### src/rtl/pra_pkg.sv
package pra_pkg;

  localparam int MaxHolders = 16;
  localparam int SlotBits = $clog2(MaxHolders);
  localparam int AmtBits = 32;

  typedef logic [SlotBits-1:0] slot_t;
  typedef logic [AmtBits-1:0] amt_t;

  typedef enum logic [2:0] {
    ACT_ACQUIRE = 3'd0,
    ACT_PREEMPT = 3'd1,
    ACT_RELEASE = 3'd2,
    ACT_DROP    = 3'd3,
    ACT_REPRIO  = 3'd4
  } action_t;

  typedef enum logic [2:0] {
    ST_DONE     = 3'd0,
    ST_PARTIAL  = 3'd1,
    ST_NOT_HOLD = 3'd2,
    ST_EXCEEDS  = 3'd3,
    ST_FULL     = 3'd4,
    ST_BAD_AMT  = 3'd5
  } status_t;

  typedef struct packed {
    logic [7:0]        owner;
    logic signed [15:0] prio;
    amt_t              amount;
    logic [31:0]       stamp;
  } entry_t;

  typedef struct packed {
    logic   we;
    slot_t  waddr;
    entry_t wdata;
    slot_t  raddr;
  } mem_req_t;

endpackage

### src/rtl/pra_table.sv
module pra_table (
  input  logic              clk,
  input  pra_pkg::mem_req_t req,
  output pra_pkg::entry_t   rdata
);

  pra_pkg::entry_t mem [pra_pkg::MaxHolders];

  always_ff @(posedge clk) begin
    if (req.we) begin
      mem[req.waddr] <= req.wdata;
    end
    rdata <= mem[req.raddr];
  end

endmodule

### src/rtl/pra_ctrl.sv
module pra_ctrl (
  input  logic                    clk,
  input  logic                    rst,
  input  logic                    cfg_we,
  input  logic [31:0]             cfg_data,
  input  logic                    start,
  output logic                    busy,
  input  logic [2:0]              action,
  input  logic [7:0]              holder_id,
  input  logic signed [15:0]      priority_req,
  input  logic [31:0]             amount,
  output pra_pkg::mem_req_t       mreq,
  input  pra_pkg::entry_t         rdata,
  output logic                    done,
  output logic                    kind,
  output logic [7:0]              victim_id,
  output logic [31:0]             victim_amount,
  output logic [31:0]             granted,
  output logic [31:0]             remaining,
  output logic [2:0]              status,
  output logic [31:0]             held_now,
  output logic [31:0]             in_use_now,
  output logic                    last
);

  typedef enum logic [2:0] {S_IDLE, S_FIND, S_DECIDE, S_VSCAN, S_VTAKE, S_FIN} state_t;

  localparam int CntBits = pra_pkg::SlotBits + 1;

  state_t state;
  logic [pra_pkg::MaxHolders-1:0] valid;
  pra_pkg::amt_t capacity, in_use, rem, gr;
  logic [31:0] stamp_ctr;
  logic [2:0] act;
  logic [7:0] id;
  logic signed [15:0] pri;
  pra_pkg::amt_t amt;
  logic [CntBits-1:0] cnt;
  logic rd_ok;
  pra_pkg::slot_t rd_slot;
  logic have_slot, have_free, have_v;
  pra_pkg::slot_t slot, fslot, vslot;
  pra_pkg::entry_t self_e, v_e;
  logic mem_we;
  pra_pkg::slot_t mem_waddr;
  pra_pkg::entry_t mem_wdata;

  pra_pkg::amt_t avail, take, sum_held;
  logic better;

  always_comb begin
    avail = (capacity > in_use) ? capacity - in_use : '0;
    take = (avail < amt) ? avail : amt;
    better = !have_v || (rdata.prio < v_e.prio) ||
             (rdata.prio == v_e.prio && rdata.stamp > v_e.stamp);
    sum_held = self_e.amount;
  end

  assign busy = (state != S_IDLE);
  assign mreq = '{we: mem_we, waddr: mem_waddr, wdata: mem_wdata,
                  raddr: cnt[pra_pkg::SlotBits-1:0]};

  always_ff @(posedge clk) begin
    done <= 1'b0;
    mem_we <= 1'b0;
    if (cfg_we) begin
      capacity <= cfg_data;
    end
    if (rst) begin
      state <= S_IDLE;
      valid <= '0;
      capacity <= 32'd1;
      in_use <= '0;
      stamp_ctr <= '0;
      cnt <= '0;
      rd_ok <= 1'b0;
      mem_we <= 1'b0;
      done <= 1'b0;
    end else begin
      unique case (state)
        S_IDLE: begin
          cnt <= '0;
          rd_ok <= 1'b0;
          if (start && action <= 3'(pra_pkg::ACT_REPRIO)) begin
            act <= action;
            id <= holder_id;
            pri <= priority_req;
            amt <= amount;
            have_slot <= 1'b0;
            have_free <= 1'b0;
            state <= S_FIND;
          end
        end
        S_FIND: begin
          rd_ok <= (cnt < CntBits'(pra_pkg::MaxHolders));
          rd_slot <= cnt[pra_pkg::SlotBits-1:0];
          if (cnt < CntBits'(pra_pkg::MaxHolders)) begin
            cnt <= cnt + 1'b1;
          end
          if (rd_ok) begin
            if (valid[rd_slot] && rdata.owner == id && !have_slot) begin
              have_slot <= 1'b1;
              slot <= rd_slot;
              self_e <= rdata;
            end
            if (!valid[rd_slot] && !have_free) begin
              have_free <= 1'b1;
              fslot <= rd_slot;
            end
          end
          if (rd_ok && rd_slot == pra_pkg::slot_t'(pra_pkg::MaxHolders - 1)) begin
            state <= S_DECIDE;
          end
        end
        S_DECIDE: begin
          done <= 1'b1;
          kind <= 1'b1;
          victim_id <= '0;
          victim_amount <= '0;
          granted <= '0;
          remaining <= '0;
          last <= 1'b1;
          in_use_now <= in_use;
          held_now <= have_slot ? self_e.amount : '0;
          state <= S_IDLE;
          if (act <= 3'(pra_pkg::ACT_PREEMPT)) begin
            remaining <= amt;
            if (amt == '0 || amt > capacity) begin
              status <= pra_pkg::ST_BAD_AMT;
            end else if (!have_slot && !have_free) begin
              status <= pra_pkg::ST_FULL;
              held_now <= '0;
            end else begin
              done <= 1'b0;
              gr <= take;
              rem <= amt - take;
              in_use <= in_use + take;
              if (take != '0) begin
                if (!have_slot) begin
                  self_e <= '{owner: id, prio: pri, amount: take, stamp: stamp_ctr};
                  stamp_ctr <= stamp_ctr + 1'b1;
                  have_slot <= 1'b1;
                  slot <= fslot;
                  valid[fslot] <= 1'b1;
                  mem_waddr <= fslot;
                  mem_wdata <= '{owner: id, prio: pri, amount: take, stamp: stamp_ctr};
                end else begin
                  self_e.amount <= self_e.amount + take;
                  mem_waddr <= slot;
                  mem_wdata <= '{owner: self_e.owner, prio: self_e.prio,
                                 amount: self_e.amount + take, stamp: self_e.stamp};
                end
                mem_we <= 1'b1;
              end
              cnt <= '0;
              rd_ok <= 1'b0;
              have_v <= 1'b0;
              state <= (act == 3'(pra_pkg::ACT_PREEMPT) && amt != take) ? S_VSCAN : S_FIN;
            end
          end else if (act == 3'(pra_pkg::ACT_RELEASE)) begin
            if (amt == '0) begin
              status <= pra_pkg::ST_BAD_AMT;
            end else if (!have_slot) begin
              status <= pra_pkg::ST_NOT_HOLD;
            end else if (amt > self_e.amount) begin
              status <= pra_pkg::ST_EXCEEDS;
            end else begin
              status <= pra_pkg::ST_DONE;
              held_now <= self_e.amount - amt;
              in_use <= (in_use >= amt) ? in_use - amt : '0;
              in_use_now <= (in_use >= amt) ? in_use - amt : '0;
              if (self_e.amount == amt) begin
                valid[slot] <= 1'b0;
              end
              mem_we <= 1'b1;
              mem_waddr <= slot;
              mem_wdata <= '{owner: self_e.owner, prio: self_e.prio,
                             amount: self_e.amount - amt, stamp: self_e.stamp};
            end
          end else if (!have_slot) begin
            status <= pra_pkg::ST_NOT_HOLD;
          end else if (act == 3'(pra_pkg::ACT_DROP)) begin
            status <= pra_pkg::ST_DONE;
            held_now <= '0;
            valid[slot] <= 1'b0;
            in_use <= (in_use >= self_e.amount) ? in_use - self_e.amount : '0;
            in_use_now <= (in_use >= self_e.amount) ? in_use - self_e.amount : '0;
          end else begin
            status <= pra_pkg::ST_DONE;
            mem_we <= 1'b1;
            mem_waddr <= slot;
            mem_wdata <= '{owner: self_e.owner, prio: pri,
                           amount: self_e.amount, stamp: self_e.stamp};
          end
        end
        S_VSCAN: begin
          rd_ok <= (cnt < CntBits'(pra_pkg::MaxHolders));
          rd_slot <= cnt[pra_pkg::SlotBits-1:0];
          if (cnt < CntBits'(pra_pkg::MaxHolders)) begin
            cnt <= cnt + 1'b1;
          end
          if (rd_ok) begin
            if (valid[rd_slot] && !(have_slot && rd_slot == slot) && rdata.prio < pri
                && better) begin
              have_v <= 1'b1;
              vslot <= rd_slot;
              v_e <= rdata;
            end
            if (rd_slot == pra_pkg::slot_t'(pra_pkg::MaxHolders - 1)) begin
              state <= S_VTAKE;
            end
          end
        end
        S_VTAKE: begin
          cnt <= '0;
          rd_ok <= 1'b0;
          have_v <= 1'b0;
          if (!have_v) begin
            state <= S_FIN;
          end else begin
            done <= 1'b1;
            kind <= 1'b0;
            victim_id <= v_e.owner;
            victim_amount <= v_e.amount;
            granted <= '0;
            remaining <= '0;
            status <= pra_pkg::ST_DONE;
            held_now <= '0;
            in_use_now <= in_use;
            last <= 1'b0;
            valid[vslot] <= 1'b0;
            state <= (v_e.amount < rem) ? S_VSCAN : S_FIN;
            if (v_e.amount >= rem || v_e.amount != '0) begin
              if (!have_slot) begin
                have_slot <= 1'b1;
                slot <= vslot;
                valid[vslot] <= 1'b1;
                stamp_ctr <= stamp_ctr + 1'b1;
                self_e <= '{owner: id, prio: pri,
                            amount: (v_e.amount < rem) ? v_e.amount : rem,
                            stamp: stamp_ctr};
                mem_waddr <= vslot;
                mem_wdata <= '{owner: id, prio: pri,
                               amount: (v_e.amount < rem) ? v_e.amount : rem,
                               stamp: stamp_ctr};
              end else begin
                self_e.amount <= sum_held + ((v_e.amount < rem) ? v_e.amount : rem);
                mem_waddr <= slot;
                mem_wdata <= '{owner: self_e.owner, prio: self_e.prio,
                               amount: sum_held + ((v_e.amount < rem) ? v_e.amount : rem),
                               stamp: self_e.stamp};
              end
              mem_we <= 1'b1;
            end
            if (v_e.amount < rem) begin
              rem <= rem - v_e.amount;
              gr <= gr + v_e.amount;
            end else begin
              in_use <= (in_use >= v_e.amount - rem) ? in_use - (v_e.amount - rem) : '0;
              gr <= gr + rem;
              rem <= '0;
            end
          end
        end
        S_FIN: begin
          done <= 1'b1;
          kind <= 1'b1;
          victim_id <= '0;
          victim_amount <= '0;
          granted <= gr;
          remaining <= rem;
          status <= (rem != '0) ? pra_pkg::ST_PARTIAL : pra_pkg::ST_DONE;
          held_now <= have_slot ? self_e.amount : '0;
          in_use_now <= in_use;
          last <= 1'b1;
          state <= S_IDLE;
        end
        default: state <= S_IDLE;
      endcase
    end
  end

endmodule

### src/rtl/preemptive_resource_allocator_top.sv
// Commands are taken while busy is low. Every command first makes one pass
// over the holder table and then decides, so a release, drop or reprioritize
// keeps busy high through the scan and the decision, and an acquire or preempt
// that passes its checks adds a final step. A preempt still short of units
// adds a further scan for each victim it takes, and one more when no further
// victim is found. All of this is set by the single read port of the holder
// table. Results appear for one cycle with done high and cannot be stalled;
// the completion carries last and arrives in the cycle in which busy falls.
module preemptive_resource_allocator_top (
  input  logic               clk,
  input  logic               rst,
  input  logic               cfg_we,
  input  logic [31:0]        cfg_data,
  input  logic               start,
  output logic               busy,
  input  logic [2:0]         action,
  input  logic [7:0]         holder_id,
  input  logic signed [15:0] priority_req,
  input  logic [31:0]        amount,
  output logic               done,
  output logic               kind,
  output logic [7:0]         victim_id,
  output logic [31:0]        victim_amount,
  output logic [31:0]        granted,
  output logic [31:0]        remaining,
  output logic [2:0]         status,
  output logic [31:0]        held_now,
  output logic [31:0]        in_use_now,
  output logic               last
);

  pra_pkg::mem_req_t mreq;
  pra_pkg::entry_t   rdata;

  pra_table u_table (.clk(clk), .req(mreq), .rdata(rdata));

  pra_ctrl u_ctrl (
    .clk(clk), .rst(rst), .cfg_we(cfg_we), .cfg_data(cfg_data),
    .start(start), .busy(busy), .action(action), .holder_id(holder_id),
    .priority_req(priority_req), .amount(amount), .mreq(mreq), .rdata(rdata),
    .done(done), .kind(kind), .victim_id(victim_id), .victim_amount(victim_amount),
    .granted(granted), .remaining(remaining), .status(status), .held_now(held_now),
    .in_use_now(in_use_now), .last(last)
  );

endmodule

### config.mk
export PLATFORM = sky130hd
export DESIGN_NAME = preemptive_resource_allocator_top
export DESIGN_NICKNAME = d
export VERILOG_FILES = /design/src/rtl/pra_pkg.sv /design/src/rtl/pra_table.sv /design/src/rtl/pra_ctrl.sv /design/src/rtl/preemptive_resource_allocator_top.sv
export SDC_FILE = /design/constraint.sdc
export NUM_CORES = 2
export LEC_CHECK = 0
export BUFFER_PORTS_ARGS = -buffer_cell sky130_fd_sc_hd__buf_2
export CORE_UTILIZATION = 60
export CTS_CLUSTER_DIAMETER = 50
export CTS_CLUSTER_SIZE = 28
export DETAILED_ROUTE_END_ITERATION = 16
export PLACE_DENSITY = 0.77
export SLEW_MARGIN = 20
export SYNTH_ARGS = -nofsm -noshare
export SYNTH_HDL_FRONTEND = slang
export SYNTH_SLANG_ARGS = --single-unit
### constraint.sdc
create_clock -name clk -period 34.8 [get_ports clk]
set_input_delay 1.74 -clock clk [delete_from_list [all_inputs] [get_ports clk]]
set_output_delay 1.74 -clock clk [all_outputs]
set_load 0.03 [all_outputs]
-- Word level (Yosys, flattened, before mapping)
Memories as Yosys holds them, arrays and structs flattened. A register that Yosys moved wholly into a read port is not among the register bits.
Index checks and enable logic that the tools add are counted.
- bits in registers: 705
- latch bits: 0
- memory bits (writable): 1408
- bits in read-only memories: 0
- bits of input ports: 95
- output and inout port bits: 175
- logic and storage cells: 389
- memories: 1
- memory list (memory ; depth ; bits a word ; read ports ; clocked after memory_dff ; write ports ; RTL line ; RTL):
    u_table.mem ; 16 ; 88 ; 1 ; 1 ; 1 ; pra_table.sv:7 ; pra_pkg::entry_t mem [pra_pkg::MaxHolders];
- add/subtract/negate cells: 15
- multiply operators: 0
- divide/modulo/power cells: 0
- $lt $le $gt $ge: 22
- equality and inequality tests: 41
- shift operators: 0
- muxes and demuxes: 200
- bitwise gates (word level): 7
- reductions and logical operators: 60
- operators with widths (kind ; number):
    two-way mux 88 bit ; 22
    two-way mux 32 bit ; 52
    one-hot mux 32 bit (3 select lines) ; 4
    one-hot mux 32 bit (2 select lines) ; 5
    one-hot mux 88 bit (3 select lines) ; 1
    subtractor 32 bit ; 8
    two-way mux 16 bit ; 15
    one-hot mux 88 bit (2 select lines) ; 1
    adder 32 bit ; 5
    >= comparator 32 bit ; 4
    greater-than comparator 32 bit ; 4
    nonzero test 32 bit ; 3
    two-way mux 4 bit ; 17
    less-than comparator 32 bit ; 2
    two-way mux 3 bit ; 17
    two-way mux 1 bit ; 40
    AND reduction 11 bit ; 3
    adder 32 x 1 -> 32 bit (second input constant) ; 1
    AND 16 bit ; 2
    == test 32 bit ; 1
    logical NOT 32 bit ; 1
    less-than comparator 16 bit ; 2
    inequality test 32 bit ; 1
    inverter 16 bit ; 2
    54 further kinds ; 132

-- Longest topological paths before layout
- depth in word-level cells: 13
- depth in mapped cells: 39
- depth with buffers taken out: 35

-- Cells and area by module
A second synthesis with hierarchy kept.
- cell total of the unflattened synthesis: 8276
- area total of the unflattened synthesis: 108960.8 µm²
- by module, submodules not included (module ; instances ; cells each ; area each (µm²) ; sequential area each (µm²)):
    pra_ctrl ; 1 ; 6020 ; 54606.1 ; 19939.1
    pra_table ; 1 ; 2256 ; 54354.6 ; 44042.2

-- Worst setup path after synthesis
No wires, ideal clock.
- path kind: reg2reg
- start: register u_ctrl.in_use[1]
- end: register u_ctrl.self_e[0] (netlist bit) (enable)
- library setup time: 0.801 ns
- arrival time: 14.301 ns
- required time: 33.999 ns
- slack: 19.698 ns
- stages on the path, launching flop included: 25
- path buffers: 3
- clock period less this slack: 15.102 ns
- cells stage by stage: dfxtp_1 -> inv_1 -> fa_1 -> a211oi_4 -> nor3_2 -> o211ai_1 -> a21boi_1 -> nor2_1 -> a21o_1 -> buf_2 -> buf_1 -> nor2_1 -> ha_1 -> a21o_1 -> a21o_1 -> a211oi_1 -> o21ai_0 -> nor3_1 -> nand3_1 -> clkbuf_1 -> o221a_2 -> nand2_1 -> nor2_1 -> a22o_1 -> nor4b_1
- cells in the longest elaborated chain, start to end: 7
- elaborated cells between the ends (all ways): 8
- those cells by class: add/sub: 1; order compare: 2; eq/ne: 1; mux: 2; reduce/logical: 2
- RTL lines (element ; RTL line ; RTL):
    from (decl) ; pra_ctrl.sv:32 ; pra_pkg::amt_t capacity, in_use, rem, gr;
    from (signal assigned) ; pra_ctrl.sv:137 ; in_use <= in_use + take;
    from (signal assigned) ; pra_ctrl.sv:170 ; in_use <= (in_use >= amt) ? in_use - amt : '0;
    from (signal assigned) ; pra_ctrl.sv:186 ; in_use <= (in_use >= self_e.amount) ? in_use - self_e.amount : '0;
    subtractor 32 bit or greater-than comparator 32 bit (tied branches) ; pra_ctrl.sv:52 ; avail = (capacity > in_use) ? capacity - in_use : '0;
    two-way mux 32 bit * ; pra_ctrl.sv:52 ;
    less-than comparator 32 bit ; pra_ctrl.sv:53 ; take = (avail < amt) ? avail : amt;
    two-way mux 32 bit * ; pra_ctrl.sv:53 ;
    nonzero test 32 bit * ; pra_ctrl.sv:138 ; if (take != '0) begin
    inequality test 2 x 1 -> 1 bit (no line) * ; -- ;
    AND reduction 10 bit (no line) * ; -- ;
    to (signal assigned) ; pra_ctrl.sv:104 ; self_e <= rdata;
    to (signal assigned) ; pra_ctrl.sv:140 ; self_e <= '{owner: id, prio: pri, amount: take, stamp: stamp_ctr};
    to (signal assigned) ; pra_ctrl.sv:239 ; self_e <= '{owner: id, prio: pri,
    to (decl) ; pra_ctrl.sv:43 ; pra_pkg::entry_t self_e, v_e;
Mark *: on every way between the ends. The rest lies on a longest branch, timed or not.
A chain may end at the register's enable or synchronous reset.

-- Worst setup path after layout
- start: register u_ctrl.in_use[1]
- end: register u_ctrl.mem_wdata (netlist bit u_ctrl.mreq[66]), data pin
- cells in the longest elaborated chain, start to end: 11
- elaborated cells between the ends (all ways): 12
- those cells by class: add/sub: 2; order compare: 2; mux: 8
- RTL lines (element ; RTL line ; RTL):
    subtractor 32 bit or greater-than comparator 32 bit (tied branches) ; pra_ctrl.sv:52 ;
    two-way mux 32 bit * ; pra_ctrl.sv:52 ;
    less-than comparator 32 bit ; pra_ctrl.sv:53 ;
    two-way mux 32 bit * ; pra_ctrl.sv:53 ;
    adder 32 bit ; pra_ctrl.sv:151 ; amount: self_e.amount + take, stamp: self_e.stamp};
    two-way mux 88 bit * ; pra_ctrl.sv:139 ; if (!have_slot) begin
    two-way mux 88 bit * ; pra_ctrl.sv:138 ;
    two-way mux 88 bit * ; pra_ctrl.sv:130 ; end else if (!have_slot && !have_free) begin
    two-way mux 88 bit * ; pra_ctrl.sv:128 ; if (amt == '0 || amt > capacity) begin
    two-way mux 88 bit * ; pra_ctrl.sv:126 ; if (act <= 3'(pra_pkg::ACT_PREEMPT)) begin
    one-hot mux 88 bit (2 select lines) * ; pra_ctrl.sv:80 ; unique case (state)
    to (signal assigned) ; pra_ctrl.sv:146 ; mem_wdata <= '{owner: id, prio: pri, amount: take, stamp: stamp_ctr};
    to (signal assigned) ; pra_ctrl.sv:150 ; mem_wdata <= '{owner: self_e.owner, prio: self_e.prio,
    to (signal assigned) ; pra_ctrl.sv:177 ; mem_wdata <= '{owner: self_e.owner, prio: self_e.prio,
    to (decl) ; pra_ctrl.sv:46 ; pra_pkg::entry_t mem_wdata;
Mark *: on every way between the ends. The rest lies on a longest branch, timed or not. The select of a mux whose other input is x is not followed.

==> results by group <==
Outcome
  – Outcome: completed

Global route
  – GRT Resource Usage Total: 40.5%
  – Initial antenna violation count: 16
  – Met2 usage: 62.9%
  – Met3 Track Usage GR: 6.82%
  – First-pass GRT wire length: 530 mm
  – Number of global-route vias before repair: 73600
  – Most used routing layer: met2
  – Met1 GRT Util: 51.7%
  – Gr ovfl total: 0
  – Largest net degree at the start of global routing: 163

STA
  – Slew Limit Headroom: 12.6%
  – Final hold violations: 0
  – Post-layout min period: 10.38 ns
  – Final Skew: 0.0831 ns
  – Post-route setup TNS: 0 ns
  – Achievable Freq: 96.4 MHz
  – Slew Limit Fails: 0
  – Final Setup Violations: 0
  – Period utilisation layout: 29.8%
  – RSZ-0062 raised after global routing: no
  – Slew @ Worst Pin: 1.30 ns

Synth
  – Post-synthesis simple-gate area fraction: 7.68%
  – Adder-Cell Fraction of Synth Area: 6.06%
  – Synth Instances: 8152
  – Yosys top cell by area: edfxtp_1
  – Post-synth EDFFs: 1990
  – Syn_nets: 8769
  – Most frequent cell after synthesis: edfxtp_1
  – Synth Area in Compound Gates: 11.4%
  – Synth top area cells: edfxtp_1 55%, mux4_2 9.2%, ha_1 5.8%, dfxtp_1 3.9%, a21oi_1 2.3%
  – Largest family of logic cells by synthesized area: compound AO/OA/AOI/OAI gates
  – Main synth FF type: edfxtp_1
  – Asr flop ratio synth: 0%
  – Sequential area share after synthesis: 58.6%
  – Netlist cell types: 92
  – YS warnings: 0
  – Synth top area share: 54.7%
  – Syn_area_per_cell: 13.4 um2
  – Mapped Area: 0.109 mm2
  – Mux cell area share after synthesis: 10.9%
  – Synth top cells by count: 1990 x edfxtp_1, 510 x ha_1, 507 x a21oi_1
  – Yosys reg bits: 2201
  – Xor/xnor cell area share of the yosys netlist: 2.61%

Routing
  – DRC: 0
  – Pre-antenna DRT Iters: 6
  – Vias per cell: 7.01
  – Detailed-route via count: 76600
  – Drt total wl: 377 mm
  – Initial DRC count: 10200
  – ANT nets after route: 0
  – DR WL/cell: 34.5 um

Floorplan
  – I/O pins: 270
  – Starting Density: 60.4%
  – Die area: 0.184 mm2
  – Die width: 429 um
  – Core area: 0.181 mm2
  – # rows: 156
  – Die Ht: 429 um

CTS
  – Clock sink count: 2201
  – H-tree levels: 4
  – Inserted Clock Buffers: 174
  – Post_cts resized: 0
  – Clock Latency Late Sink: 0.90 ns
  – Post-cts hold buffer count: 0
  – Clk pin slew, worst setup/hold paths: 0.10 ns
  – CTS max path bufs: 3
  – CTS tree: yes
  – Clock root buffer: clkbuf_16
  – Post-CTS setup buffer count: 0

Placement
  – PortBufs: 269
  – Dpl cell area: 0.114 mm2
  – Detailed Place HPWL: 254 mm
  – Final RePlAce weighted congestion: 1.08

Min path
  – Hold path cells: 0
  – HP Class: reg -> reg

Critical path
  – CP max stage delay: 0.83 ns
  – Cells on worst reg2reg path: 33
  – Crit. End Element: flop
  – WP buf/inv: 3
  – Crit-path max FO: 51
  – Kind of critical path: reg -> reg
  – WP depth: 33
  – Slowest CP cell: a21o_1
  – Crit path max-delay family: compound AO/OA/AOI/OAI gates
  – CP startpoint kind: flop
  – CP required: 35.45 ns
  – Crit path DAT: 11.03 ns

Final layout
  – Multi-input combinational cell area: 0.0426 mm2
  – Nets: 9017
  – Layout fillers: 12500
  – Fraction of layout cells with a size suffix above 1: 16.4%
  – Layout area overhead: 10.2%
  – Design area: 0.120 mm2
  – Sequential cell area: 0.0640 mm2

Power
  – PD cells: 86.4 mW/mm2
  – VDD IR max: 0.0733 mV
  – Lkg Pwr: 43.2 nW

Job
  – Maxcap violations: 0
==> path summary, 6_finish.rpt <==
path                endpoint  slack, ns             start
max reg2reg  u_ctrl.mreq[66]      24.42  u_ctrl.in_use[1]
max          u_ctrl.mreq[66]      24.42  u_ctrl.in_use[1]
min reg2reg    u_ctrl.v_e[0]       0.47  u_table.rdata[0]
min            u_ctrl.v_e[0]       0.47  u_table.rdata[0]
==> registers in the layout, indices dropped and copies added, names as in the netlist, 56 cells and up, named ones only <==
signal         count
u_table.mem     1408
u_ctrl.mreq       88
u_ctrl.v_e        88
u_table.rdata     88
u_ctrl.self_e     56
==> where the power goes <==
group	internal [mW]	switching, mW	total (mW)
Combinational	1.71	2.97	4.68
Clock	1.07	1.11	2.19
Sequential	3.24	0.289	3.53
==> cell families (layout without fill, tap and decap cells) <==
| logic type | after synthesis | in the layout |
|---|---|---|
| DFF | 2201 | 2201 |
| other | 0 | 3 |
| xor gates and xnor gates | 324 | 324 |
| and+or+nand+nor | 1751 | 1751 |
| AOI/OAI and AO/OA | 1945 | 1945 |
| buffers and inverters | 785 | 1187 |
| muxes | 624 | 624 |
| adders and majority gates | 522 | 522 |
==> per-stage QoR <==
stage          instances  utilization, %  hold slack (ns)  setup slack [ns]  power [mW]
2_1_floorplan       8152               -            0.406             19.70        6.53
6_report           10900            66.6            0.470             24.42        10.4
3_3_place_gp       10600            63.0            0.454             24.62        8.05
5_1_grt            10900            66.6            0.488             23.91        10.8
3_5_place_dp       10600            63.0            0.448             24.67        8.08
4_1_cts            10900            66.5            0.467             24.70        10.3
==> per-layer routing <==
metal | share of wire, % | vias up
li1 | - | 32200
met1 | 36 | 38100
met2 | 46 | 5203
met3 | 9.5 | 1154
met4 | 8.8 | 10
met5 | 0.018 | -
==> cells in the final DEF (no fill, tap or decap), drive strengths merged, types with 211 or more instances in the layout <==
master,instances
nor2,498
dfxtp,211
nand2,469
buf,450
ha,510
mux4,445
edfxtp,1990
o21ai,450
a21oi,507
inv,471
==> area by class of cell <==
| class | instances | share of cell area, % |
|---|---|---|
| Timing Repair Buffer | 450 | 2.32 |
| Clock inverter | 140 | 1.56 |
| Antenna cell | 3 | 0.00624 |
| Tap cell | 2370 | 2.46 |
| Inverter | 407 | 1.27 |
| Sequential cell | 2201 | 53.2 |
| Multi-Input combinational cell | 5166 | 35.4 |
| Clock buffer | 190 | 3.78 |
Note: power is estimated with default switching activity, not from simulation.
